`src/hw/rtl/lsf_pkg.sv`:
```
// ----------------------------------------------------------------------------
// lsf_pkg - LED smoothstep fade package
// Shared widths, request codes, event codes and register indexes.
// ----------------------------------------------------------------------------
package lsf_pkg;

  localparam int unsigned FRAC    = 12;
  localparam int unsigned LVL_W   = FRAC + 1;
  localparam logic [LVL_W-1:0] LVL_ONE = LVL_W'(1) << FRAC;

  localparam int unsigned MUL_A_W = 2 * LVL_W;
  localparam int unsigned MUL_B_W = 16;
  localparam int unsigned MUL_P_W = MUL_A_W + MUL_B_W;

  typedef enum logic [1:0] {
    REQ_TICK   = 2'd0,
    REQ_FADE   = 2'd1,
    REQ_STOP   = 2'd2,
    REQ_TOGGLE = 2'd3
  } req_t;

  typedef enum logic [1:0] {
    EV_NONE = 2'd0,
    EV_ON   = 2'd1,
    EV_OFF  = 2'd2
  } event_t;

  localparam logic [1:0] CFG_PERIOD    = 2'd0;
  localparam logic [1:0] CFG_INVERTED  = 2'd1;
  localparam logic [1:0] CFG_ACTIVE    = 2'd2;
  localparam logic [1:0] CFG_COMPOSITE = 2'd3;

  typedef struct packed {
    logic start;
    logic [MUL_A_W-1:0] a;
    logic [MUL_B_W-1:0] b;
  } mul_req_t;

endpackage

```
`src/hw/rtl/lsf_div.sv`:
```
// ----------------------------------------------------------------------------
// lsf_div - fade position divider
// Restoring divider, one quotient bit per cycle: floor(step * 2^FRAC / steps)
// for step below steps.
// ----------------------------------------------------------------------------
module lsf_div (
  input  logic                     clk,
  input  logic                     rst_n,
  input  logic                     start,
  input  logic [15:0]              step,
  input  logic [15:0]              steps,
  output logic                     done,
  output logic [lsf_pkg::FRAC-1:0] quot
);

  logic [16:0]              rem_r, rem_nxt;
  logic [15:0]              den_r;
  logic [lsf_pkg::FRAC-1:0] quot_r, quot_nxt;
  logic [3:0]               cnt_r;
  logic                     run_r, done_r;
  logic [16:0]              trial;

  assign trial = {rem_r[15:0], 1'b0};

  always_comb begin
    if (trial >= {1'b0, den_r}) begin
      rem_nxt  = trial - {1'b0, den_r};
      quot_nxt = {quot_r[lsf_pkg::FRAC-2:0], 1'b1};
    end else begin
      rem_nxt  = trial;
      quot_nxt = {quot_r[lsf_pkg::FRAC-2:0], 1'b0};
    end
  end

  always_ff @(posedge clk) begin
    if (!rst_n) begin
      run_r  <= 1'b0;
      done_r <= 1'b0;
      cnt_r  <= '0;
    end else begin
      done_r <= 1'b0;
      if (start) begin
        rem_r  <= {1'b0, step};
        den_r  <= steps;
        quot_r <= '0;
        cnt_r  <= '0;
        run_r  <= 1'b1;
      end else if (run_r) begin
        rem_r  <= rem_nxt;
        quot_r <= quot_nxt;
        cnt_r  <= cnt_r + 4'd1;
        if (cnt_r == 4'(lsf_pkg::FRAC - 1)) begin
          run_r  <= 1'b0;
          done_r <= 1'b1;
        end
      end
    end
  end

  assign done = done_r;
  assign quot = quot_r;

endmodule

```
`src/hw/rtl/lsf_mul.sv`:
```
// ----------------------------------------------------------------------------
// lsf_mul - serial multiplier
// Shift-add multiplier, one multiplier bit per cycle, shared by every
// product of the fade and duty path.
// ----------------------------------------------------------------------------
module lsf_mul (
  input  logic                        clk,
  input  logic                        rst_n,
  input  lsf_pkg::mul_req_t           req,
  output logic                        done,
  output logic [lsf_pkg::MUL_P_W-1:0] prod
);

  logic [lsf_pkg::MUL_P_W-1:0] a_r, acc_r;
  logic [lsf_pkg::MUL_B_W-1:0] b_r;
  logic [4:0]                  cnt_r;
  logic                        run_r, done_r;

  always_ff @(posedge clk) begin
    if (!rst_n) begin
      run_r  <= 1'b0;
      done_r <= 1'b0;
      cnt_r  <= '0;
    end else begin
      done_r <= 1'b0;
      if (req.start) begin
        a_r   <= lsf_pkg::MUL_P_W'(req.a);
        b_r   <= req.b;
        acc_r <= '0;
        cnt_r <= '0;
        run_r <= 1'b1;
      end else if (run_r) begin
        if (b_r[0]) begin
          acc_r <= acc_r + a_r;
        end
        a_r   <= {a_r[lsf_pkg::MUL_P_W-2:0], 1'b0};
        b_r   <= {1'b0, b_r[lsf_pkg::MUL_B_W-1:1]};
        cnt_r <= cnt_r + 5'd1;
        if (cnt_r == 5'(lsf_pkg::MUL_B_W - 1)) begin
          run_r  <= 1'b0;
          done_r <= 1'b1;
        end
      end
    end
  end

  assign done = done_r;
  assign prod = acc_r;

endmodule

```
`src/hw/rtl/led_smoothstep_fade_pwm_unit.sv`:
```
// ----------------------------------------------------------------------------
// led_smoothstep_fade_pwm_unit - LED fade engine with smoothstep easing
// Fade, stop and toggle requests per channel; each tick advances every active
// fading channel and emits its square-law PWM duty and on/off event.
//
//   channel  ports                                   handshake
//   input    in_req_type in_channel in_target_level  start / busy
//            in_fade_steps
//   result   out_channel out_duty out_switch_event   out_valid, one cycle
//            out_last
//   config   cfg_index cfg_data                      cfg_we
//
// Fade, stop and toggle finish in the accepting cycle. A tick scans the active
// channels from the accepting cycle to a closing scan, skipping those that are
// not fading; each fading channel takes a position divide when its position
// needs it, then five passes through the one shared serial multiplier.
// Reset is synchronous and clears all channel state. Results cannot be
// stalled; busy holds off new items until the tick is done.
// ----------------------------------------------------------------------------
module led_smoothstep_fade_pwm_unit #(
  parameter int unsigned CHANNELS = 2
) (
  input  logic        clk,
  input  logic        rst_n,
  input  logic        start,
  output logic        busy,
  input  logic [1:0]  in_req_type,
  input  logic [2:0]  in_channel,
  input  logic [12:0] in_target_level,
  input  logic [15:0] in_fade_steps,
  output logic        out_valid,
  output logic [2:0]  out_channel,
  output logic [15:0] out_duty,
  output logic [1:0]  out_switch_event,
  output logic        out_last,
  input  logic        cfg_we,
  input  logic [1:0]  cfg_index,
  input  logic [15:0] cfg_data
);

  localparam int unsigned CW = (CHANNELS > 1) ? $clog2(CHANNELS) : 1;
  localparam int unsigned LW = lsf_pkg::LVL_W;

  typedef enum logic [2:0] {
    S_IDLE, S_SCAN, S_DIV, S_MTT, S_MS, S_MLV, S_MSQ, S_MQ
  } state_t;

  state_t state_r;

  logic [15:0] period_r;
  logic        inverted_r, composite_r;
  logic [3:0]  active_r;

  logic [LW-1:0] cur_r    [CHANNELS];
  logic [LW-1:0] from_r   [CHANNELS];
  logic [LW-1:0] goal_r   [CHANNELS];
  logic [LW-1:0] preset_r [CHANNELS];
  logic [15:0]   stepc_r  [CHANNELS];
  logic [15:0]   total_r  [CHANNELS];
  logic [CHANNELS-1:0] fading_r;

  logic [3:0]    ch_r;
  logic [LW-1:0] t_r, lv_r;
  logic          old_zero_r;

  logic        out_valid_r, out_last_r;
  logic [2:0]  out_channel_r;
  logic [15:0] out_duty_r;
  logic [1:0]  out_event_r;

  logic [CW-1:0]  idx;
  logic [3:0]     n_act;
  logic [7:0]     lit8, fad8;
  logic [LW-1:0]  tgt_sat;
  logic [15:0]    step_new;
  logic [LW-1:0]  from_c, goal_c, diff, m, lv_c;
  logic           rising;
  logic [15:0]    q;
  logic [16:0]    dfull;
  logic [15:0]    duty_c;
  logic [2:0]     partner;
  logic [1:0]     ev_c;
  logic           last_c;

  lsf_pkg::mul_req_t                mreq;
  logic                             mdone, ddone, dstart;
  logic [lsf_pkg::MUL_P_W-1:0]      prod;
  logic [lsf_pkg::FRAC-1:0]         quot;

  lsf_div u_div (
    .clk  (clk),
    .rst_n(rst_n),
    .start(dstart),
    .step (step_new),
    .steps(total_r[idx]),
    .done (ddone),
    .quot (quot)
  );

  lsf_mul u_mul (
    .clk  (clk),
    .rst_n(rst_n),
    .req  (mreq),
    .done (mdone),
    .prod (prod)
  );

  assign idx      = (state_r == S_IDLE) ? in_channel[CW-1:0] : ch_r[CW-1:0];
  assign n_act    = (active_r > 4'(CHANNELS)) ? 4'(CHANNELS) : active_r;
  assign tgt_sat  = (in_target_level > lsf_pkg::LVL_ONE) ? lsf_pkg::LVL_ONE
                                                         : in_target_level;
  assign step_new = stepc_r[idx] + 16'd1;
  assign from_c   = from_r[idx];
  assign goal_c   = goal_r[idx];
  assign rising   = goal_c >= from_c;
  assign diff     = rising ? goal_c - from_c : from_c - goal_c;
  assign m        = prod[lsf_pkg::FRAC +: LW];
  assign lv_c     = rising ? from_c + m : from_c - m;
  assign q        = prod[2*lsf_pkg::FRAC +: 16];
  assign dfull    = (q == 16'd0) ? {1'b0, period_r} + 17'd1
                                 : {1'b0, period_r} - {1'b0, q};
  assign duty_c   = inverted_r ? q : (dfull[16] ? 16'hFFFF : dfull[15:0]);
  assign partner  = {ch_r[2:1], ~ch_r[0]};

  always_comb begin
    lit8 = '0;
    fad8 = '0;
    for (int j = 0; j < CHANNELS; j++) begin
      lit8[j] = (cur_r[j] != '0);
      fad8[j] = fading_r[j];
    end
  end

  always_comb begin
    last_c = 1'b1;
    for (int j = 0; j < 8; j++) begin
      if (4'(j) > ch_r && 4'(j) < n_act && fad8[j]) begin
        last_c = 1'b0;
      end
    end
  end

  always_comb begin
    ev_c = lsf_pkg::EV_NONE;
    if (old_zero_r || lv_r == '0) begin
      ev_c = (lv_r == '0) ? lsf_pkg::EV_OFF : lsf_pkg::EV_ON;
      // in composite mode, hold the off event while the partner channel is still lit
      if (lv_r == '0 && composite_r && lit8[partner]) begin
        ev_c = lsf_pkg::EV_NONE;
      end
    end
  end

  always_comb begin
    mreq   = '0;
    dstart = 1'b0;
    unique case (state_r)
      S_SCAN: begin
        if (ch_r < n_act && fading_r[idx] && total_r[idx] != 16'd0 &&
            step_new < total_r[idx]) begin
          dstart = 1'b1;
        end else if (ch_r < n_act && fading_r[idx]) begin
          mreq.start = 1'b1;
          mreq.a     = lsf_pkg::MUL_A_W'(lsf_pkg::LVL_ONE);
          mreq.b     = lsf_pkg::MUL_B_W'(lsf_pkg::LVL_ONE);
        end
      end
      S_DIV: begin
        mreq.start = ddone;
        mreq.a     = lsf_pkg::MUL_A_W'(quot);
        mreq.b     = lsf_pkg::MUL_B_W'(quot);
      end
      S_MTT: begin
        mreq.start = mdone;
        mreq.a     = prod[lsf_pkg::MUL_A_W-1:0];
        mreq.b     = lsf_pkg::MUL_B_W'(3 * lsf_pkg::LVL_ONE) -
                     lsf_pkg::MUL_B_W'({t_r, 1'b0});
      end
      S_MS: begin
        mreq.start = mdone;
        mreq.a     = lsf_pkg::MUL_A_W'(prod[2*lsf_pkg::FRAC +: LW]);
        mreq.b     = lsf_pkg::MUL_B_W'(diff);
      end
      S_MLV: begin
        mreq.start = mdone;
        mreq.a     = lsf_pkg::MUL_A_W'(lv_c);
        mreq.b     = lsf_pkg::MUL_B_W'(lv_c);
      end
      S_MSQ: begin
        mreq.start = mdone;
        mreq.a     = prod[lsf_pkg::MUL_A_W-1:0];
        mreq.b     = period_r;
      end
      default: begin
      end
    endcase
  end

  always_ff @(posedge clk) begin
    if (!rst_n) begin
      state_r     <= S_IDLE;
      period_r    <= 16'd1200;
      inverted_r  <= 1'b0;
      active_r    <= 4'd2;
      composite_r <= 1'b0;
      fading_r    <= '0;
      out_valid_r <= 1'b0;
      ch_r        <= '0;
      for (int j = 0; j < CHANNELS; j++) begin
        cur_r[j]    <= '0;
        from_r[j]   <= '0;
        goal_r[j]   <= '0;
        preset_r[j] <= '0;
        stepc_r[j]  <= '0;
        total_r[j]  <= '0;
      end
    end else begin
      out_valid_r <= 1'b0;
      if (cfg_we) begin
        unique case (cfg_index)
          lsf_pkg::CFG_PERIOD:    period_r    <= cfg_data;
          lsf_pkg::CFG_INVERTED:  inverted_r  <= cfg_data[0];
          lsf_pkg::CFG_ACTIVE:    active_r    <= cfg_data[3:0];
          lsf_pkg::CFG_COMPOSITE: composite_r <= cfg_data[0];
          default: begin
          end
        endcase
      end
      unique case (state_r)
        S_IDLE: begin
          if (start) begin
            if (in_req_type == lsf_pkg::REQ_TICK) begin
              ch_r    <= '0;
              state_r <= S_SCAN;
            end else if ({1'b0, in_channel} < 4'(CHANNELS)) begin
              case (in_req_type)
                lsf_pkg::REQ_STOP: begin
                  fading_r[idx] <= 1'b0;
                  total_r[idx]  <= '0;
                  stepc_r[idx]  <= '0;
                end
                lsf_pkg::REQ_FADE, lsf_pkg::REQ_TOGGLE: begin
                  from_r[idx]   <= cur_r[idx];
                  fading_r[idx] <= 1'b1;
                  total_r[idx]  <= in_fade_steps;
                  stepc_r[idx]  <= '0;
                  if (in_req_type == lsf_pkg::REQ_FADE) begin
                    goal_r[idx] <= tgt_sat;
                  end else if (cur_r[idx] == '0) begin
                    goal_r[idx] <= preset_r[idx];
                  end else begin
                    preset_r[idx] <= cur_r[idx];
                    goal_r[idx]   <= '0;
                  end
                end
                default: begin
                end
              endcase
            end
          end
        end
        S_SCAN: begin
          if (ch_r >= n_act) begin
            state_r <= S_IDLE;
          end else if (!fading_r[idx]) begin
            ch_r <= ch_r + 4'd1;
          end else begin
            stepc_r[idx] <= step_new;
            old_zero_r   <= (cur_r[idx] == '0);
            t_r          <= lsf_pkg::LVL_ONE;
            state_r      <= dstart ? S_DIV : S_MTT;
          end
        end
        S_DIV: begin
          if (ddone) begin
            t_r     <= LW'(quot);
            state_r <= S_MTT;
          end
        end
        S_MTT: if (mdone) state_r <= S_MS;
        S_MS:  if (mdone) state_r <= S_MLV;
        S_MLV: begin
          if (mdone) begin
            lv_r       <= lv_c;
            cur_r[idx] <= lv_c;
            state_r    <= S_MSQ;
          end
        end
        S_MSQ: if (mdone) state_r <= S_MQ;
        S_MQ: begin
          if (mdone) begin
            out_valid_r   <= 1'b1;
            out_channel_r <= ch_r[2:0];
            out_duty_r    <= duty_c;
            out_event_r   <= ev_c;
            out_last_r    <= last_c;
            if (stepc_r[idx] >= total_r[idx]) begin
              fading_r[idx] <= 1'b0;
            end
            ch_r    <= ch_r + 4'd1;
            state_r <= S_SCAN;
          end
        end
        default: state_r <= S_IDLE;
      endcase
    end
  end

  assign busy             = (state_r != S_IDLE);
  assign out_valid        = out_valid_r;
  assign out_channel      = out_channel_r;
  assign out_duty         = out_duty_r;
  assign out_switch_event = out_event_r;
  assign out_last         = out_last_r;

endmodule

```
`config.mk`:
```
export PLATFORM = sky130hd
export DESIGN_NAME = led_smoothstep_fade_pwm_unit
export DESIGN_NICKNAME = d
export VERILOG_FILES = /design/src/hw/rtl/lsf_pkg.sv /design/src/hw/rtl/lsf_div.sv /design/src/hw/rtl/lsf_mul.sv /design/src/hw/rtl/led_smoothstep_fade_pwm_unit.sv
export SDC_FILE = /design/constraint.sdc
export NUM_CORES = 1
export LEC_CHECK = 0
export BUFFER_PORTS_ARGS = -buffer_cell sky130_fd_sc_hd__buf_2
export CORE_UTILIZATION = 37
export DETAILED_ROUTE_END_ITERATION = 8
export GPL_TIMING_DRIVEN = 0
export PLACE_DENSITY_LB_ADDON = 0.12
export REMOVE_ABC_BUFFERS = 1
export SLEW_MARGIN = 0
export SYNTH_ARGS = -nofsm -noshare
export SYNTH_HDL_FRONTEND = slang
export SYNTH_HIERARCHICAL = 1
export SYNTH_SLANG_ARGS = --single-unit
```
`constraint.sdc`:
```
create_clock -name clk -period 14.45 [get_ports clk]
set_input_delay 1.445 -clock clk [delete_from_list [all_inputs] [get_ports clk]]
set_output_delay 1.445 -clock clk [all_outputs]
set_load 0.01 [all_outputs]
```
# Word level (Yosys, flattened, before mapping)
# Memories as Yosys holds them, arrays and structs flattened.
# Cells that the tools add are included.
# W data, S select, Z words.
# totals
ff_bits,238
mem_bits_rw,168
input_bits,56
output_inout_bits,24
n_memories,6
# mem_list
name,depth,width,rd,rd_clocked_by_memory_dff,write_ports,line_no,text
stepc_r,2,16,1,0,2,led_smoothstep_fade_pwm_unit.sv:58,logic [15:0] stepc_r [CHANNELS];
total_r,2,16,1,0,2,led_smoothstep_fade_pwm_unit.sv:59,logic [15:0] total_r [CHANNELS];
cur_r,2,13,3,0,2,led_smoothstep_fade_pwm_unit.sv:54,logic [LW-1:0] cur_r [CHANNELS];
from_r,2,13,1,0,2,led_smoothstep_fade_pwm_unit.sv:55,logic [LW-1:0] from_r [CHANNELS];
goal_r,2,13,1,0,2,led_smoothstep_fade_pwm_unit.sv:56,logic [LW-1:0] goal_r [CHANNELS];
preset_r,2,13,1,0,2,led_smoothstep_fade_pwm_unit.sv:57,logic [LW-1:0] preset_r [CHANNELS];
# op_classes
n_addsub,13
order_cmp,16
eq_ne,31
mux,142
bitwise_logic,14
reduce_logical,55
# ops
operator,count
$pmux W43 S6,1
$mux W16,12
$mux W13,12
$mux W42,3
$mux W43,2
$mux W1,80
$reduce_or A13 Y1,4
$add A42 B42 Y42,1
$sub A13 B13 Y13,3
$reduce_or A16 Y1,2
$mux W3,10
$logic_not A13 Y1,2
$mux W26,1
$pmux W13 S2,1
$reduce_bool A13 Y1,2
$mux W4,6
$pmux W3 S8,1
$add A16 B1 Y17 const B,1
$ge A17 B16 Y1,1
$mux W17,1
$sub A16 B16 Y17,1
$add A16 B1 Y16 const B,1
$ge A16 B16 Y1,1
$logic_not A16 Y1,1
55 further kinds,121

# Depth between registers and ports, before layout
# Gate-level depths: netlist of run 1.
# An unclocked memory read counts as a cell.
# logic_depth
depth_word,17
depth_mapped,34
mapped_depth_nobuf,26

# Modules after synthesis
# The synthesis of run 1 kept the hierarchy.
# modules_own_cells
module,instances,cells_each,area_each_um2,seq_area_each_um2
led_smoothstep_fade_pwm_unit,1,1589,15537.4,7156.9
lsf_mul,1,659,6904.1,3143.0
lsf_div,1,271,3044.2,1441.4

# Worst setup path after synthesis of run 1
# OpenSTA, ideal clock, no wires.
# synth_timing
kind,input-to-reg
startpoint,input in_channel[0]
endpoint,"register u_mul.acc_r, in the netlist u_mul/prod[0], enable pin"
t_arrival_ns,8.229
path_slack_ns,5.775
stages,27
path_buffers,6
cell_sequence,nor4b_2 > nor2_1 > buf_2 > buf_1 > buf_1 > clkbuf_1 > nand2_1 > nand2_1 > ha_1 > nand2_1 > a21o_1 > or4_1 > nor3_1 > xnor2_1 > inv_1 > ha_1 > nand4_1 > nor2_1 > a2111oi_0 > o211ai_1 > a31o_2 > nand4_1 > nand2_1 > clkbuf_1 > buf_1 > a21oi_1 > nor2b_1
# synth_lines
element,line_no,text
start: declaration,led_smoothstep_fade_pwm_unit.sv:28,"input logic [2:0] in_channel,"
end signal: assignment,lsf_mul.sv:34,acc_r <= acc_r + a_r;
end: declaration,lsf_mul.sv:14,"logic [lsf_pkg::MUL_P_W-1:0] a_r, acc_r;"

==> metrics.md, run 1 <==
| Metric | Value |
|---|---|
| Total number of vias | between 15000 and 20000 |
| Final Hold Violating Endpoints | 0 |
| Synth Cell Area | about 25000 sq um |
| Commonest non-fill, non-tap cells in the layout | 357 x sky130_fd_sc_hd__edfxtp_1, 233 x sky130_fd_sc_hd__nand2_1, 232 x sky130_fd_sc_hd__nor2_1 |
| Worst Path Max Fanout | 43 |
| Number of levels the H-tree was split into | 2 |
| Number of antenna violations at the first check in global routing | 4 |
| Hold_sp | active_r[1] |
| Die boundary height | 263 um |
| Number of rows in the core area | 95 |
| Status | complete, no violations |
| Summed area of non-filler cells in the final layout | 27900 sq um |
| Root buffer selected by CTS | sky130_fd_sc_hd__clkbuf_16 |
| Startpoint of the worst register-to-register path | state_r[2] |
| Met1 Track Usage GR | 0.276 |
| Initial core utilization | 0.374 |
| Path class of the lowest-slack min-delay path | register to register |
| Final layout net count | 2722 |
| Vias per std cell | 5.43 |
| CTS tree | yes |
| Slew @ Worst Pin | about 1.3 ns |
| Met2 routing resource usage after global routing | 0.315 |
| Period utilisation layout | 0.616 |
| DRC violations left | 0 |
| Worst setup slack after layout | approximately 5.6 ns |
| Share of final-layout standard cells stronger than drive strength 1 | 0.114 |
| Post-synthesis instance total | roughly 2500 |
| Buffers added on ports | around 80 |
| Final GP Congestion | around 0.88 |
| Sort of element at the start of the critical path | input port |
| Met3 track demand over resource in global routing | 0.0346 |
| Worst setup EP type | register |
| Largest vdd supply drop | 0.0712 mV |
| Yosys warning total | 6 |
| Die X | ~260 um |
| Static power due to leakage | between 10 and 15 nW |
| Power per unit of standard cell area | around 110 nW/um^2 |
| Number of buffers between clock root and the deepest sink | 3 |
| Relative area change from synthesis to final layout | 11.0% |
| Data required time at the worst endpoint | roughly 15 ns |
| Gr usage total | 0.198 |
| Number of antenna-violating nets in the routed design | 0 |
| Endpoint with the worst hold slack | active_r[1] |
| Core area | roughly 67000 sq um |
| Most frequent standard cell in the layout excluding fill and tap cells | sky130_fd_sc_hd__edfxtp_1 |
| Number of standard cells in the final layout excluding fillers | 3416 |
| Max-Slew Margin vs Limit | 0.0916 |
| Number of setup buffers added after CTS | 0 |
| Pin count of the biggest net entering global routing | 80 |
| Arrival time reported for the critical path endpoint | around 9 ns |
| Number of max-cap violations | 0 |
| Register-to-Register Setup Slack | about 6 ns |
| Global-route wire length before repair | 107000 um |
| Post-Syn Area per Cell | 10.1 sq um |
| GRT busiest layer | met2 |
| Total CTS buffers | between 40 and 50 |
| Clock-pin slew on the worst setup and hold paths | ~0.060 ns |
| DP Area | between 20000 and 30000 sq um |
| Antenna diodes | 0 |
| Count of final setup violators | 0 |
| Number of sinks driven by the clock tree | 402 |
| Post-Route WL | about 70000 um |
| Initial DRC count | around 1300 |
| Endpoint of the lowest-slack register-to-register path | u_mul/b_r[10] |
| Post-CTS sizing | 0 |
| Post-layout total power | between 3 and 4 mW |
| Later-pin clock latency in the skew report | between 0.5 and 0.6 ns |
| Die Outline Area | 69000 sq um |
| Sum of overflow across all layers after global routing | 0 |
| Count of pins over their slew limit | 0 |
| HPWL Detailed | between 50000 and 60000 um |
| CTS Hold Buffers Added | 0 |
| DP Worst Slack | roughly 4.7 ns |
| Final period demand of the worst path | around 8.9 ns |
| Number of top-level design ports | 80 |
| Unrepaired setup endpoints after global routing | no |
| Wire length per cell after detailed routing | 20.2 um |
| Vias in the first global route | roughly 18000 |
| Cell depth of the worst hold path | 2 |
| R2R depth | 24 |
| Total instance count after detailed placement | 3329 |
| Detailed-routing iteration count for the pre-antenna-repair pass | 6 |
| Highest achievable clock rate | 112 MHz |
| Critical path start-end classification | input port to register |
| Worst clock skew | approximately 0.022 ns |
## worst max-delay path by stage
stage,startpoint,endpoint,slack [ns],cells after the start
final,in_channel[0],u_mul/b_r[10],5.55,25
after global routing,in_channel[0],u_mul/b_r[10],5.01,25
after CTS,in_channel[0],u_mul/b_r[10],5.27,25
after detailed placement,in_channel[0],u_mul/b_r[10],4.67,25
after global placement,in_channel[0],u_mul/prod[24],-3.74,20
after floorplan,in_channel[0],u_mul/prod[0],1.71,19
## critical path: stages
cell                        delay (ns)
sky130_fd_sc_hd__buf_2            0.14
sky130_fd_sc_hd__nor4b_2          0.51
sky130_fd_sc_hd__nor2_4           0.18
sky130_fd_sc_hd__buf_12           0.22
sky130_fd_sc_hd__buf_12           0.20
sky130_fd_sc_hd__nand2_1          0.08
sky130_fd_sc_hd__nand2_1          0.24
sky130_fd_sc_hd__ha_1             0.42
sky130_fd_sc_hd__nor2b_1          0.12
sky130_fd_sc_hd__o21ai_0          0.12
sky130_fd_sc_hd__a2111oi_0        0.56
sky130_fd_sc_hd__a211oi_2         0.24
sky130_fd_sc_hd__o21ai_4          0.73
sky130_fd_sc_hd__mux2_2           0.44
sky130_fd_sc_hd__fa_1             0.44
sky130_fd_sc_hd__a21o_1           0.17
sky130_fd_sc_hd__a21oi_1          0.21
sky130_fd_sc_hd__o21ai_0          0.20
sky130_fd_sc_hd__a31o_2           0.31
sky130_fd_sc_hd__a31o_2           0.26
sky130_fd_sc_hd__xnor2_1          0.72
sky130_fd_sc_hd__o21bai_1         0.29
sky130_fd_sc_hd__a221oi_1         0.50
sky130_fd_sc_hd__o21ai_0          0.15
sky130_fd_sc_hd__mux2_2           0.29
## area by class of cell
cell class	count	area, sq um
inverters	141	529
clock inverters	28	216
well taps	873	1090
fillers	6434	39300
clock buffers	58	1220
multi-input cells	1818	12500
flip-flops and latches	402	11600
repair buffers	96	687
## per-layer routing
layer	up-vias	part of all wire	routed length (um)
li1	9045	-	-
met1	9005	0.47	32500
met2	377	0.45	31300
met3	103	0.050	3460
met4	2	0.026	1770
met5	-	0.00019	13
## state kept, by name, indices dropped and copies added (netlist names), 4 cells and up, named ones only
register and flops:
u_mul/a_r 40, u_mul/prod 40, stepc_r 32, total_r 32, cur_r 26, from_r 26, goal_r 26, preset_r 26
out_duty 16, period_r 16, u_div/den_r 16, u_div/rem_r 16, u_mul/b_r 16, lv_r 13, t_r 13, u_div/quot 12
u_mul/cnt_r 5, active_r 4, ch_r 4, u_div/cnt_r 4
## where the power goes
group	switching [mW]	total [mW]	internal, mW
clock network	0.488	1.14	0.651
registers	0.0243	1.32	1.30
logic	0.436	0.654	0.218
## metrics by stage
stage	util	TNS [ns]	hold slack [ns]
3_5_place_dp	0.393	0	0.483
5_1_grt	0.415	0	0.517
3_3_place_gp	0.388	-633.42	0.456
2_1_floorplan	-	0	0.444
6_report	0.415	0	0.495
4_1_cts	0.415	0	0.491
Note: power is estimated with default switching activity, not from simulation.
==> run 2, diff against run 1 <==
==> constraint.sdc (replaced) <==
create_clock -name clk -period 9.1 [get_ports clk]
set_input_delay 0.91 -clock clk [delete_from_list [all_inputs] [get_ports clk]]
set_output_delay 0.91 -clock clk [all_outputs]
set_load 0.01 [all_outputs]
==> run 2 against run 1 <==
Effect of this change:
- sequential share of layout area about the same
- register-to-register slack worse by 5.1 ns
- cell area hardly changed
- total power is 59% higher
- critical path depth shrank 1
- core utilization is essentially flat
- combinational power grew 59%
- non-clock buffer count did not move
- critical path type is now register to register
- largest cell class unchanged
- largest power group unchanged
==> metrics.md, run 2 (synthesized netlist as in run 1, its figures left out) <==
| Metric | Value |
|---|---|
| Met3 track demand over resource in global routing | 0.0346 (unchanged) |
| Final Hold Violating Endpoints | 0 (unchanged) |
| Commonest non-fill, non-tap cells in the layout | 357 x sky130_fd_sc_hd__edfxtp_1, 233 x sky130_fd_sc_hd__nand2_1, 232 x sky130_fd_sc_hd__nor2_1 |
| Sum of overflow across all layers after global routing | 0 (unchanged) |
| Power per unit of standard cell area | 177 nW/um^2 (+59%) |
| DRC violations left | 0 (unchanged) |
| Standard cell with the maximum stage delay on the critical path | sky130_fd_sc_hd__xnor2_1 |
| Count of final setup violators | 0 (unchanged) |
| Util after Layout | 0.415 (about the same) |
| Number of antenna-violating nets in the routed design | 0 (unchanged) |
| Number of levels the H-tree was split into | 2 (unchanged) |
| Static power due to leakage | 11.1 nW (about the same) |
| Total instance count after detailed placement | 3329 (unchanged) |
| Buffers added on ports | 79 (unchanged) |
| Number of sinks driven by the clock tree | 402 (unchanged) |
| Hold_sp | active_r[1] |
| Final period demand of the worst path | about 8.3 ns |
| Count of pins over their slew limit | 0 (unchanged) |
| Initial DRC count | 1364 (+7.8%) |
| Max-Slew Margin vs Limit | 0.118 (+0.0268) |
| Startpoint of the worst register-to-register path | state_r[2] |
| DP Area | 26400 sq um (unchanged) |
| Highest achievable clock rate | 120 MHz |
| Endpoint with the worst hold slack | active_r[1] |
| Share of final-layout standard cells stronger than drive strength 1 | 0.115 (+0.000348) |
| Antenna diodes | 0 (unchanged) |
| Detailed-routing iteration count for the pre-antenna-repair pass | 5 (-1) |
| Number of standard cells in the final layout excluding fillers | 3417 (+0.029%) |
| Met1 Track Usage GR | 0.276 (unchanged) |
| GRT busiest layer | met2 |
| CTS Hold Buffers Added | 0 (unchanged) |
| Root buffer selected by CTS | sky130_fd_sc_hd__clkbuf_16 |
| Cell depth of the worst hold path | 2 (unchanged) |
| Register-to-Register Setup Slack | 0.77 ns (-5.09 ns) |
| Total CTS buffers | 47 (unchanged) |
| CTS tree | yes |
| Die Outline Area | 69000 sq um (unchanged) |
| Slew @ Worst Pin | 1.29 ns (-0.0391 ns) |
| Period utilisation layout | 0.915 |
| Number of antenna violations at the first check in global routing | 4 (unchanged) |
| Final GP Congestion | 0.875 (unchanged) |
| Met2 routing resource usage after global routing | 0.315 (unchanged) |
| Status | complete, no violations |
| Initial core utilization | 0.374 (unchanged) |
| Worst setup EP type | register |
| Total number of vias | 18500 (+0.086%) |
| Global-route wire length before repair | 107000 um (unchanged) |
| Crit-path cells | nor4b_2, nor2_4, buf_12, buf_12, nand2_1, nand2_1, ha_1, nor2b_1, o21ai_0, a2111oi_0, a211oi_2, o21ai_4, mux2_2, fa_1, a21o_1, a21oi_1, o21ai_0, a31o_2, a31o_2, xnor2_1, o21bai_1, a221oi_1, o21ai_0, mux2_2 |
| Relative area change from synthesis to final layout | 11.0% (about the same) |
| Post-CTS sizing | 0 (unchanged) |
| Pin count of the biggest net entering global routing | 80 (unchanged) |
| Sort of element at the start of the critical path | register |
| Summed area of non-filler cells in the final layout | 27900 sq um (about the same) |
| Final layout net count | 2723 (+0.037%) |
| Clock-pin slew on the worst setup and hold paths | 0.06 ns (about the same) |
| Die boundary height | 263 um (unchanged) |
| Number of buffers between clock root and the deepest sink | 3 (unchanged) |
| Path class of the lowest-slack min-delay path | register to register |
| Die X | 263 um (unchanged) |
| R2R depth | 24 (unchanged) |
| Post-Route WL | 69000 um (about the same) |
| Wire length per cell after detailed routing | 20.2 um (about the same) |
| Data required time at the worst endpoint | 9.44 ns (-5.35 ns) |
| Most frequent cell on the critical path | sky130_fd_sc_hd__o21ai_0 |
| Core area | 67200 sq um (unchanged) |
| Largest vdd supply drop | 0.113 mV (+59%) |
| Endpoint of the lowest-slack register-to-register path | u_mul/b_r[10] |
| Vias per std cell | 5.43 (about the same) |
| Number of max-cap violations | 0 (unchanged) |
| Arrival time reported for the critical path endpoint | 8.66 ns (-0.57 ns) |
| Worst clock skew | 0.0240 ns (+0.00158 ns) |
| Gr usage total | 0.198 (unchanged) |
| Worst Path Max Fanout | 43 (unchanged) |
| Sum Neg Setup Slack | 0 ns (unchanged) |
| Unrepaired setup endpoints after global routing | no |
| Number of rows in the core area | 95 (unchanged) |
| Most frequent standard cell in the layout excluding fill and tap cells | sky130_fd_sc_hd__edfxtp_1 |
| Critical path start-end classification | register to register |
| Number of top-level design ports | 80 (unchanged) |
| Later-pin clock latency in the skew report | 0.59 ns (about the same) |
| Number of setup buffers added after CTS | 0 (unchanged) |
| HPWL Detailed | 51800 um (unchanged) |
| Stage delay of the slowest cell on the critical path | 0.72 ns (about the same) |
| Vias in the first global route | 18400 (unchanged) |
-- run 2: changes by cell type in the layout (fill, tap and decap cells not counted), sizes merged --
| cell | before | now |
|---|---|---|
| o21ai | 94 | 95 |
-- run 2: layout make-up --
class / count / area (sq um)
repair buffers: 96 / 687
flip-flops and latches: 402 / 11600
inverters: 141 / 529
well taps: 873 / 1090
fillers: 6431 / 39300
multi-input cells: 1819 / 12500
clock buffers: 58 / 1220
clock inverters: 28 / 216
-- run 2: worst max path at each step --
stage                  startpoint  slack [ns]  cells after the start        endpoint
floorplan           in_channel[0]       -3.11                     19   u_mul/prod[0]
global placement    in_channel[0]       -8.56                     20  u_mul/prod[24]
detailed placement  in_channel[0]       -0.15                     25   u_mul/b_r[10]
CTS                    state_r[2]        0.16                     24   u_mul/b_r[10]
global route           state_r[2]        0.12                     24   u_mul/b_r[10]
finish                 state_r[2]        0.77                     24   u_mul/b_r[10]
-- run 2: power by group --
group          switching, mW  internal, mW  leakage, nW
combinational          0.694         0.346         6.65
clock                  0.775          1.03        0.708
sequential            0.0385          2.06         3.76
-- run 2: metrics by stage --
stage / power, mW / hold WS, ns / worst slack, ns
floorplan: 2.79 / 0.444 / -3.11
global placement: 3.16 / 0.456 / -8.56
detailed placement: 3.17 / 0.483 / -0.146
CTS: 5.00 / 0.491 / 0.163
global route: 5.17 / 0.517 / 0.122
finish: 4.95 / 0.495 / 0.775
-- run 2: per-layer routing --
layer / wire (um) / vias up / share of wire
met4: 1800 / 2 / 0.026
met3: 3720 / 110 / 0.054
met1: 32200 / 8988 / 0.47
met5: 13 / - / 0.00019
met2: 31300 / 400 / 0.45
li1: - / 9048 / -
-- run 2: critical path, delay by kind of cell (launching register included) --
kind            cells  cell delay [ns]
simple gates        5             1.28
mux                 2             0.70
compound gates     12             3.51
buf+inv             2             0.42
fa+ha+maj           2             0.86
flops               1             0.55
xor+xnor            1             0.72
